**src/rtl/tppd_pkg.sv**
```systemverilog
// ----------------------------------------------------------------------------
// Task picker package
// Item, result and slot record types, opcodes and constants shared by the
// task picker and its testbench.
// ----------------------------------------------------------------------------
package tppd_pkg;

	localparam int DEF_TASK_SLOTS = 16;

	localparam int SLOT_W  = 4;
	localparam int RATE_W  = 10;
	localparam int PRIO_W  = 8;
	localparam int TICK_W  = 32;
	localparam int HALF_W  = 16;
	localparam int DL_W    = TICK_W + 1;
	localparam int CNT_W   = $clog2(RATE_W);

	localparam logic                OP_WRITE      = 1'b0;
	localparam logic                OP_SELECT     = 1'b1;
	localparam logic [RATE_W-1:0]   RATE_DIVIDEND = RATE_W'(1000);
	localparam logic [PRIO_W-1:0]   PRIO_START    = '1;
	localparam logic [CNT_W-1:0]    DIV_LAST_STEP = CNT_W'(RATE_W - 1);

	typedef struct packed {
		logic              op;
		logic [SLOT_W-1:0] slot;
		logic              runnable;
		logic              sem_attached;
		logic [HALF_W-1:0] sem_count;
		logic [HALF_W-1:0] sem_owner;
		logic [HALF_W-1:0] task_id;
		logic [TICK_W-1:0] continue_time;
		logic [PRIO_W-1:0] priority_req;
		logic [RATE_W-1:0] refresh_rate;
		logic [TICK_W-1:0] last_start;
		logic [TICK_W-1:0] now_tick;
	} tppd_item_t;

	typedef struct packed {
		logic              found;
		logic [SLOT_W-1:0] chosen_slot;
	} tppd_result_t;

	// Slot as held in memory: semaphore test and deadline are resolved at write.
	typedef struct packed {
		logic              runnable;
		logic              blocked;
		logic [TICK_W-1:0] resume_time;
		logic [PRIO_W-1:0] prio;
		logic              rate_nz;
		logic [DL_W-1:0]   deadline;
	} tppd_slot_rec_t;

endpackage

```
**src/rtl/tppd_ram.sv**
```systemverilog
// ----------------------------------------------------------------------------
// Task picker slot memory
// Generic single-write, single-read RAM with a registered read port.
// ----------------------------------------------------------------------------
module tppd_ram #(
	parameter int WIDTH = 8,
	parameter int DEPTH = 16
) (
	input  logic                                   clk,
	input  logic                                   wr_en,
	input  logic [(DEPTH > 1 ? $clog2(DEPTH) : 1)-1:0] wr_addr,
	input  logic [WIDTH-1:0]                       wr_data,
	input  logic                                   rd_en,
	input  logic [(DEPTH > 1 ? $clog2(DEPTH) : 1)-1:0] rd_addr,
	output logic [WIDTH-1:0]                       rd_data
);

	logic [WIDTH-1:0] mem_q [DEPTH];
	logic [WIDTH-1:0] rd_data_q;

	always_ff @(posedge clk) begin
		if (wr_en) begin
			mem_q[wr_addr] <= wr_data;
		end
		if (rd_en) begin
			rd_data_q <= mem_q[rd_addr];
		end
	end

	assign rd_data = rd_data_q;

endmodule

```
**src/rtl/task_pick_priority_deadline.sv**
```systemverilog
// ----------------------------------------------------------------------------
// Fixed-priority task picker with deadline tie rule
// Holds a table of task slots and, per select transaction, scans it for the
// next task to run.
// ----------------------------------------------------------------------------
// A write transaction (op 0) stores one slot and keeps busy high through
// ST_DIV, where the shared restoring divider works out 1000/rate one quotient
// bit a cycle, and ST_WRITE, which writes the slot memory with the semaphore
// test and the deadline (last_start + 1000/rate) already resolved.
// A select transaction (op 1) keeps busy high through ST_SCAN and ST_LAST; the
// scan reads one slot per cycle through the single read port of the slot
// memory, and that port sets the pace. The result is shown with done high
// for exactly one cycle, registered in ST_LAST, and the
// receiver cannot hold it off: capture it on that cycle. A new transaction may
// be accepted in the same cycle as done. Slots come out of reset not runnable
// through a per-slot written flag, so there is no clearing pass. Writes to a
// slot index at or above TASK_SLOTS are dropped.
// ----------------------------------------------------------------------------
module task_pick_priority_deadline
	import tppd_pkg::*;
#(
	parameter int TASK_SLOTS = DEF_TASK_SLOTS
) (
	input  logic         clk,
	input  logic         arst_n,
	input  logic         start,
	input  tppd_item_t   item,
	output logic         busy,
	output logic         done,
	output tppd_result_t result
);

	localparam int IDX_W = (TASK_SLOTS > 1) ? $clog2(TASK_SLOTS) : 1;
	localparam int REC_W = $bits(tppd_slot_rec_t);
	localparam logic [IDX_W-1:0] IDX_LAST = IDX_W'(TASK_SLOTS - 1);

	typedef enum logic [4:0] {
		ST_IDLE  = 5'b00001,
		ST_DIV   = 5'b00010,
		ST_WRITE = 5'b00100,
		ST_SCAN  = 5'b01000,
		ST_LAST  = 5'b10000
	} state_t;

	state_t state_q;

	// Write transaction holding registers
	logic              wr_ok_q;
	logic [IDX_W-1:0]  wr_addr_q;
	logic              wr_runnable_q;
	logic              wr_blocked_q;
	logic [TICK_W-1:0] wr_resume_q;
	logic [PRIO_W-1:0] wr_prio_q;
	logic [RATE_W-1:0] wr_rate_q;
	logic [TICK_W-1:0] wr_start_q;

	// Shared divider
	logic [CNT_W-1:0]  cnt_q;
	logic [RATE_W-1:0] rem_q;
	logic [RATE_W-1:0] quot_q;
	logic [RATE_W-1:0] dvd_q;
	logic [RATE_W:0]   trial;
	logic              trial_ge;
	logic [RATE_W:0]   trial_sub;

	// Scan state
	logic [TASK_SLOTS-1:0] written_q;
	logic [IDX_W-1:0]      idx_q;
	logic [TICK_W-1:0]     now_q;
	logic [PRIO_W-1:0]     best_prio_q;
	logic                  dl_held_q;
	logic [DL_W-1:0]       best_dl_q;
	logic                  found_q;
	logic [IDX_W-1:0]      chosen_q;

	logic                  vld_s1;
	logic [IDX_W-1:0]      idx_s1;
	logic                  wr_s1;

	logic                  done_q;
	tppd_result_t          result_q;

	// Memory ports
	logic                  ram_wr_en;
	tppd_slot_rec_t        wr_rec;
	logic                  ram_rd_en;
	logic [REC_W-1:0]      ram_rd_data;
	tppd_slot_rec_t        rec_s1;

	// Evaluation
	logic                  accept;
	logic                  dl_ok;
	logic                  take;
	logic                  found_nxt;
	logic [IDX_W-1:0]      chosen_nxt;

	assign accept = start && (state_q == ST_IDLE);
	assign busy   = (state_q != ST_IDLE);

	// One restoring division step: bring down the next dividend bit, subtract if it fits
	assign trial     = {rem_q, dvd_q[RATE_W-1]};
	assign trial_ge  = (trial >= {1'b0, wr_rate_q});
	assign trial_sub = trial - {1'b0, wr_rate_q};

	always_comb begin
		wr_rec.runnable    = wr_runnable_q;
		wr_rec.blocked     = wr_blocked_q;
		wr_rec.resume_time = wr_resume_q;
		wr_rec.prio        = wr_prio_q;
		wr_rec.rate_nz     = (wr_rate_q != '0);
		wr_rec.deadline    = DL_W'(wr_start_q) + DL_W'(quot_q);
	end

	assign ram_wr_en = (state_q == ST_WRITE) && wr_ok_q;
	assign ram_rd_en = (state_q == ST_SCAN);

	tppd_ram #(
		.WIDTH (REC_W),
		.DEPTH (TASK_SLOTS)
	) u_slot_ram (
		.clk     (clk),
		.wr_en   (ram_wr_en),
		.wr_addr (wr_addr_q),
		.wr_data (REC_W'(wr_rec)),
		.rd_en   (ram_rd_en),
		.rd_addr (idx_q),
		.rd_data (ram_rd_data)
	);

	assign rec_s1 = tppd_slot_rec_t'(ram_rd_data);

	// Skip tests of the scan, taken together: a slot never written is not runnable
	always_comb begin
		if (rec_s1.rate_nz) begin
			dl_ok = !(dl_held_q && (rec_s1.deadline > best_dl_q));
		end else begin
			dl_ok = !dl_held_q;
		end
		take = vld_s1 && wr_s1 && rec_s1.runnable && !rec_s1.blocked
			&& !(rec_s1.resume_time > now_q) && (rec_s1.prio < best_prio_q) && dl_ok;
		found_nxt  = found_q || take;
		chosen_nxt = take ? idx_s1 : chosen_q;
	end

	// Sequencer
	always_ff @(posedge clk or negedge arst_n) begin
		if (!arst_n) begin
			state_q   <= ST_IDLE;
			cnt_q     <= '0;
			idx_q     <= '0;
			written_q <= '0;
			done_q    <= 1'b0;
		end else begin
			done_q <= 1'b0;
			unique case (state_q)
				ST_IDLE: begin
					if (start) begin
						idx_q <= '0;
						cnt_q <= DIV_LAST_STEP;
						if (item.op == OP_WRITE) begin
							state_q <= ST_DIV;
						end else begin
							state_q <= ST_SCAN;
						end
					end
				end
				ST_DIV: begin
					cnt_q <= cnt_q - CNT_W'(1);
					if (cnt_q == '0) begin
						state_q <= ST_WRITE;
					end
				end
				ST_WRITE: begin
					if (wr_ok_q) begin
						written_q[wr_addr_q] <= 1'b1;
					end
					state_q <= ST_IDLE;
				end
				ST_SCAN: begin
					if (idx_q == IDX_LAST) begin
						state_q <= ST_LAST;
					end else begin
						idx_q <= idx_q + IDX_W'(1);
					end
				end
				ST_LAST: begin
					// last slot is being judged this cycle: present the result next
					done_q  <= 1'b1;
					state_q <= ST_IDLE;
				end
				default: begin
					state_q <= ST_IDLE;
				end
			endcase
		end
	end

	// Read stage bookkeeping
	always_ff @(posedge clk or negedge arst_n) begin
		if (!arst_n) begin
			vld_s1 <= 1'b0;
			wr_s1  <= 1'b0;
		end else begin
			vld_s1 <= ram_rd_en;
			wr_s1  <= written_q[idx_q];
		end
	end

	always_ff @(posedge clk) begin
		idx_s1 <= idx_q;
	end

	// Best-so-far registers: reset at select acceptance, advance on each taken slot
	always_ff @(posedge clk or negedge arst_n) begin
		if (!arst_n) begin
			found_q   <= 1'b0;
			dl_held_q <= 1'b0;
		end else if (accept && (item.op == OP_SELECT)) begin
			found_q   <= 1'b0;
			dl_held_q <= 1'b0;
		end else if (take) begin
			found_q <= 1'b1;
			if (rec_s1.rate_nz) begin
				dl_held_q <= 1'b1;
			end
		end
	end

	always_ff @(posedge clk) begin
		if (accept && (item.op == OP_SELECT)) begin
			now_q       <= item.now_tick;
			best_prio_q <= PRIO_START;
			chosen_q    <= '0;
		end else if (take) begin
			best_prio_q <= rec_s1.prio;
			chosen_q    <= idx_s1;
			if (rec_s1.rate_nz) begin
				best_dl_q <= rec_s1.deadline;
			end
		end
	end

	// Result register: loaded as the last slot is judged
	always_ff @(posedge clk) begin
		if (state_q == ST_LAST) begin
			result_q.found       <= found_nxt;
			result_q.chosen_slot <= SLOT_W'(chosen_nxt);
		end
	end

	assign done   = done_q;
	assign result = result_q;

	// Write transaction capture and divider iteration
	always_ff @(posedge clk) begin
		if (accept && (item.op == OP_WRITE)) begin
			wr_ok_q       <= (9'(item.slot) < 9'(TASK_SLOTS));
			wr_addr_q     <= IDX_W'(item.slot);
			wr_runnable_q <= item.runnable;
			wr_blocked_q  <= item.sem_attached && (item.sem_count == '0)
				&& (item.sem_owner != item.task_id);
			wr_resume_q   <= item.continue_time;
			wr_prio_q     <= item.priority_req;
			wr_rate_q     <= item.refresh_rate;
			wr_start_q    <= item.last_start;
			rem_q         <= '0;
			quot_q        <= '0;
			dvd_q         <= RATE_DIVIDEND;
		end else if (state_q == ST_DIV) begin
			rem_q  <= trial_ge ? RATE_W'(trial_sub) : RATE_W'(trial);
			quot_q <= {quot_q[RATE_W-2:0], trial_ge};
			dvd_q  <= {dvd_q[RATE_W-2:0], 1'b0};
		end
	end

`ifndef SYNTHESIS
	a_done_after_last: assert property (@(posedge clk) disable iff (!arst_n)
		done |-> $past(state_q == ST_LAST))
		else $error("done without a finished scan");

	a_select_latency: assert property (@(posedge clk) disable iff (!arst_n)
		(start && !busy && (item.op == OP_SELECT)) |-> ##(TASK_SLOTS + 2) done)
		else $error("select result not delivered on time");

	a_none_is_zero: assert property (@(posedge clk) disable iff (!arst_n)
		(done && !result.found) |-> (result.chosen_slot == '0))
		else $error("chosen slot not zero when nothing was found");

	a_scan_while_busy: assert property (@(posedge clk) disable iff (!arst_n)
		vld_s1 |-> (busy && ((state_q == ST_SCAN) || (state_q == ST_LAST))))
		else $error("slot judged outside a scan");
`endif

endmodule

```
**config.mk**
```make
export PLATFORM = sky130hd
export DESIGN_NAME = task_pick_priority_deadline
export DESIGN_NICKNAME = d
export VERILOG_FILES = /design/src/rtl/tppd_pkg.sv /design/src/rtl/tppd_ram.sv /design/src/rtl/task_pick_priority_deadline.sv
export SDC_FILE = /design/constraint.sdc
export NUM_CORES = 2
export LEC_CHECK = 0
export BUFFER_PORTS_ARGS = -buffer_cell sky130_fd_sc_hd__buf_2
export CAP_MARGIN = 30
export CORE_ASPECT_RATIO = 1.2
export CORE_MARGIN = 2
export CORE_UTILIZATION = 69
export CTS_BUF_LIST = sky130_fd_sc_hd__clkbuf_4 sky130_fd_sc_hd__clkbuf_8
export DETAILED_ROUTE_END_ITERATION = 8
export PLACE_DENSITY = 0.87
export SETUP_SLACK_MARGIN = 0.2
export SYNTH_ARGS = -nofsm -noshare
export SYNTH_HDL_FRONTEND = slang
export SYNTH_SLANG_ARGS = --single-unit
export TNS_END_PERCENT = 100
```
**constraint.sdc**
```tcl
create_clock -name clk -period 17.4 [get_ports clk]
set_input_delay 1.74 -clock clk [delete_from_list [all_inputs] [get_ports clk]]
set_output_delay 1.74 -clock clk [all_outputs]
set_load 0.05 [all_outputs]
```
Yosys cells after proc, flatten, opt, wreduce, memory -nomap -nowiden
Memories as Yosys holds them, arrays and structs flattened. A register that Yosys moved wholly into a read port is not among the register bits.
Cells that the tools add are included.
{"block": "totals", "regBits": 235, "latchBits": 0, "mem_bits_rw": 1216, "romBits": 0, "in_bits": 172, "wordCells": 108, "mem_count": 1}
{"block": "classes", "addsub": 4, "mul": 0, "n_div": 0, "magnitude_cmp": 7, "n_eq_ne": 12, "shifts": 0, "mux": 25, "n_bitwise": 3, "n_reduce_logical": 30}
{"memory": "u_slot_ram.mem_q", "words": 16, "width": 76, "rd": 1, "rd_ports_with_merged_regs": 1, "wr": 1, "line": "tppd_ram.sv:18", "text": "logic [WIDTH-1:0] mem_q [DEPTH];"}
{"cell": "32-bit by 10-bit adder with 33-bit output", "n": 1}
{"cell": "33-bit > comparator", "n": 1}
{"cell": "32-bit > comparator", "n": 1}
{"cell": "4-bit two-way mux", "n": 5}
{"cell": "16-bit logical NOT", "n": 1}
{"cell": "16-bit inequality test", "n": 1}
{"cell": "16-bit OR", "n": 1}
{"cell": "4-bit one-hot mux with 2 select lines", "n": 2}
{"cell": "5-bit two-way mux", "n": 3}
{"cell": "5-bit one-hot mux with 3 select lines", "n": 1}
{"cell": "1-bit logical AND", "n": 13}
{"cell": "11-bit by 10-bit >= comparator with 1-bit output", "n": 1}
{"cell": "1-bit two-way mux", "n": 11}
{"cell": "4-bit by 5-bit less-than comparator with 1-bit output, second input constant", "n": 2}
{"cell": "10-bit two-way mux", "n": 1}
{"cell": "10-bit nonzero test", "n": 1}
{"cell": "10-bit subtractor", "n": 1}
{"cell": "3-bit AND reduction", "n": 3}
{"cell": "8-bit less-than comparator", "n": 1}
{"cell": "2-bit nonzero test", "n": 4}
{"cell": "2-bit inequality test, second input constant", "n": 3}
{"cell": "5-bit by 1-bit equality test with 1-bit output, second input constant", "n": 1}
{"cell": "5-bit by 2-bit equality test with 1-bit output, second input constant", "n": 1}
{"cell": "5-bit by 3-bit equality test with 1-bit output, second input constant", "n": 1}
{"cell": "15 further kinds", "n": 20}

Depth between registers and ports, before layout
{"block": "depth", "depth_word": 8, "ltp_mapped": 11}

By module
Synthesis repeated with hierarchy kept, for this count alone.
{"block": "hier_totals", "hier_cells": 2886, "hier_area_um2": 58917.8}
{"module": "tppd_ram", "n_inst": 1, "cells_each": 1952, "area_each_um2": 47754.6, "seq_area_each_um2": 38797.2}
{"module": "task_pick_priority_deadline", "n_inst": 1, "cells_each": 934, "area_each_um2": 11163.2, "seq_area_each_um2": 6457.4}

Worst setup path before layout
OpenSTA, ideal clock, no wires.
{"block": "synth_timing", "path_type": "register -> register", "start": "register state_q[1]", "end": "register written_q[0]", "setup_ns": 0.097, "arrival_time_ns": 7.057, "setup_slack_ns": 10.245, "stages_incl_launch_ff": 7, "n_path_buf": 0, "period_less_slack_ns": 7.155, "cell_sequence": "dfrtp_1 or3_1 nor3b_1 nor2b_1 nand2b_1 nor3_1 or2_2"}
{"block": "synth_between", "elab_chain_cells": 1}
{"element": "start, declared", "line": "task_pick_priority_deadline.sv:45", "text": "state_t state_q;"}
{"element": "start signal, assigned", "line": "task_pick_priority_deadline.sv:148", "text": "state_q <= ST_IDLE;"}
{"element": "start signal, assigned", "line": "task_pick_priority_deadline.sv:161", "text": "state_q <= ST_DIV;"}
{"element": "start signal, assigned", "line": "task_pick_priority_deadline.sv:163", "text": "state_q <= ST_SCAN;"}
{"element": "5-bit by 3-bit equality test with 1-bit output", "line": "task_pick_priority_deadline.sv:155", "text": "unique case (state_q)"}
{"element": "end signal, assigned", "line": "task_pick_priority_deadline.sv:151", "text": "written_q <= '0;"}
{"element": "end signal, assigned by index", "line": "task_pick_priority_deadline.sv:175", "text": "written_q[wr_addr_q] <= 1'b1;"}
{"element": "end, declared", "line": "task_pick_priority_deadline.sv:67", "text": "logic [TASK_SLOTS-1:0] written_q;"}
No other way between the ends.
A chain may end at the register's enable or synchronous reset.

==> flow_metrics.py <==
metrics = {
    "route": {
        "antenna_left": 0,
        "drc": 0,
        "via_count": 34500,
        "first_iter_violations": 5018,
        "drt-total-wl_mm": 149,
        "drt-pass1-iter-count": 6,
        "wl_per_cell_microns": 29.9,
        "routed_via_density": 6.94,
    },
    "clock_tree": {
        "clock_latency_ns": 0.90,
        "cts_tree": "done",
        "cts_max_level": 4,
        "post-cts-setup-buffer-count": 0,
        "post_cts_resized": 0,
        "cts_sinks": 1527,
        "cts_max_path_buffers": 3,
        "cts_hold_buf": 0,
        "clk_pin_slew_ns": 0.06,
        "cts-root-buf": "clkbuf_8",
        "cts_buffers": 215,
    },
    "synthesis": {
        "yosys.cell_types.count": 71,
        "ys_warn_count": 0,
        "syn_area_per_cell_sq_um": 18.1,
        "syn-instance-count": 3309,
        "synth_seq_area_share_pct": 75.5,
        "synth_top_area_share_pct": 72.7,
        "synth_seq_cells": 1527,
        "synth_edf_count": 1450,
        "synthFlopType": "edfxtp_1",
        "synth_top_area_cell": "edfxtp_1",
        "synth_area_sq_um": 59900,
        "syn_nets": 3578,
        "synthArstFlopShare_pct": 2.23,
        "synthTopCellsByArea": "edfxtp_1 (73%), mux4_2 (5.8%), mux2i_1 (4.0%)",
    },
    "place": {
        "io_buffers": 178,
        "dpl.hpwl_mm": 76.4,
        "post-place-cells": 4562,
        "gp_congestion": 0.855,
        "place_ws_ns": 12.80,
    },
    "grt": {
        "grt.overflow.total": 0,
        "antenna_found_initial": 2,
        "grt_pass1_wl_mm": 218,
        "grt_pass1_vias": 35500,
        "grtUsageTotal_pct": 33.6,
        "grt_max_degree": 143,
    },
    "finish": {
        "multi_input_area_sq_um": 13800,
        "layout.nets": 3918,
        "mostFrequentLayoutCells": "edfxtp_1 (1450), mux2i_1 (237), clkbuf_8 (225), o21ai_0 (183), buf_2 (178)",
        "finalNonFillerCells": 4971,
        "regArea_sq_um": 45300,
        "area_growth_pct": 12.0,
        "layout-drive-gt1-share_pct": 23.9,
        "layout_commonest_cell": "edfxtp_1",
        "final.fill_count": 4155,
        "final_core_util_pct": 77.8,
    },
    "power": {
        "p_int_mw": 6.33,
        "sw_frac_of_total_pct": 25.9,
        "power_switching_mw": 2.21,
        "combPwrFrac_pct": 14.1,
        "max-vdd-ir-drop_uv": 92.9,
        "p_leak_nw": 22.6,
        "power_frac_seq_pct": 52.0,
        "power_density_nw_per_um2": 127,
        "p_clk_share_pct": 33.9,
    },
    "status": {
        "status": "complete, no violations",
    },
    "timing": {
        "maxSlewViolCount": 0,
        "holdWs_ns": 0.454,
        "rsz0062_at_grt": "false",
        "finalCritPeriodShare_pct": 26.2,
        "final.min_clock_period_ns": 4.56,
        "worst_slew_pin_slew_ns": 1.10,
        "clock_skew_ns": 0.0649,
        "hold_viol": 0,
        "slew_headroom_pct": 26.0,
        "fin_ws_ns": 12.84,
        "finalSetupViolations": 0,
        "setup_tns_ns": 0,
        "max_freq_mhz": 219,
    },
    "floorplanning": {
        "coreArea_sq_um": 86200,
        "fp.dieH_microns": 327,
        "num_rows": 118,
        "io_pins": 179,
        "initial_core_util_pct": 69.5,
        "die_area_sq_um": 89200,
        "die_w_microns": 273,
    },
    "job": {
        "drv_cap": 0,
    },
    "hold_path": {
        "hold_class": "reg -> reg",
        "holdPathStages": 2,
        "whs_endpoint": "dvd_q[3]$_SDFFE_PP1P_",
        "min_from": "dvd_q[3]$_SDFFE_PP1P_",
    },
    "critical_path": {
        "critPathKind": "reg -> reg",
        "r2r_slack_ns": 12.84,
        "reg2reg_depth": 6,
        "crit_arrival_ns": 5.14,
        "cp-end-kind": "register",
        "worstReg2RegEnd": "u_slot_ram.rd_data[44]$_DFFE_PP_",
        "crit_fanout": 71,
        "start_kind": "register",
        "worstPathRequired_ns": 17.98,
        "reg2reg_from": "idx_q[1]$_DFFE_PN0P_",
    },
}
==> cell families (layout without fill, tap and decap cells) <==
| kind of cell | after synthesis | in the layout | share of synthesized area [%] |
|---|---|---|---|
| flip-flops | 1527 | 1527 | 75.5 |
| AO/OA/AOI/OAI | 555 | 555 | 5.79 |
| multiplexers | 468 | 468 | 11.2 |
| AND/OR/NAND/NOR | 364 | 364 | 3.04 |
| buffers and inverters | 248 | 767 | 1.66 |
| adder cells (fa/ha/maj) | 97 | 97 | 2.05 |
| XOR/XNOR | 50 | 50 | 0.731 |
| other | 0 | 3 | 0 |
==> cells in the mapped netlist (44+ instances only) <==
| cell | count |
|---|---|
| edfxtp_1 | 1450 |
| mux2i_1 | 237 |
| o21ai_0 | 183 |
| nand2_1 | 161 |
| mux4_2 | 154 |
| a21oi_1 | 142 |
| inv_1 | 100 |
| clkbuf_1 | 95 |
| ha_1 | 95 |
| a221oi_1 | 80 |
| a22oi_1 | 77 |
| mux2_2 | 77 |
| xnor2_1 | 44 |
==> cell type report <==
cell class | count | area share [%]
inverters | 101 | 0.571
diodes | 3 | 0.0112
clock buffers | 290 | 5.34
flip-flops and latches | 1527 | 67.5
clock inverters | 106 | 1.32
repair buffers | 270 | 2.57
well taps | 1140 | 2.13
multi-input cells | 1534 | 20.6
==> flip-flops by register name (all words and copies together), names as in the netlist, 10 cells and up <==
signal and flops:
u_slot_ram.mem_q 1216, u_slot_ram.rd_data 76, best_dl_q 33, now_q 32, wr_resume_q 32, wr_start_q 32
written_q 16, quot_q 10, rem_q 10, wr_rate_q 10
==> worst max-delay path by stage <==
stage                      startpoint                          endpoint  slack (ns)  cells after the start
3_3_place_gp                    start         wr_resume_q[14]$_DFFE_PP_       13.02                      5
6_report         idx_q[1]$_DFFE_PN0P_  u_slot_ram.rd_data[44]$_DFFE_PP_       12.84                      6
5_1_grt        state_q[1]$_DFFE_PN0P_  u_slot_ram.mem_q[8][9]$_DFFE_PP_       12.85                      7
3_5_place_dp                    start         wr_resume_q[28]$_DFFE_PP_       12.80                      5
4_1_cts          idx_q[1]$_DFFE_PN0P_  u_slot_ram.rd_data[44]$_DFFE_PP_       13.04                      6
2_1_floorplan  state_q[1]$_DFFE_PN0P_          written_q[0]$_DFFE_PN0P_       10.25                      6
==> power by group through the flow <==
stage | clock network, mW | registers [mW] | logic (mW)
floorplan | 0 | 4.44 | 0.851
CTS | 2.92 | 4.44 | 1.17
detailed placement | 0 | 4.51 | 1.15
global route | 3.06 | 4.45 | 1.28
global placement | 0 | 4.50 | 1.06
finish | 2.90 | 4.44 | 1.20
==> critical path, cell delays in order (launching register included) <==
cell	delay, ns
dfrtp_4	0.83
nor2b_4	0.81
buf_4	0.75
buf_4	0.95
a221oi_1	0.30
o21ai_0	0.32
nand2_1	0.19
==> stage by stage <==
stage	cell area [sq um]	total power [mW]
finish	67100	8.54
global placement	62300	5.56
detailed placement	62500	5.66
CTS	67000	8.52
global route	67100	8.78
floorplan	59900	5.29
==> routing by layer <==
metal / vias to the layer above / GRT usage, % / share of wire, %
li1: 14000 / - / -
met1: 17000 / 43.5 / 33
met2: 2919 / 55.4 / 50
met3: 554 / 6.44 / 12
met4: 0 / 16.4 / 5.0
met5: - / 0 / 0
Power figures use the tool's default switching activity.
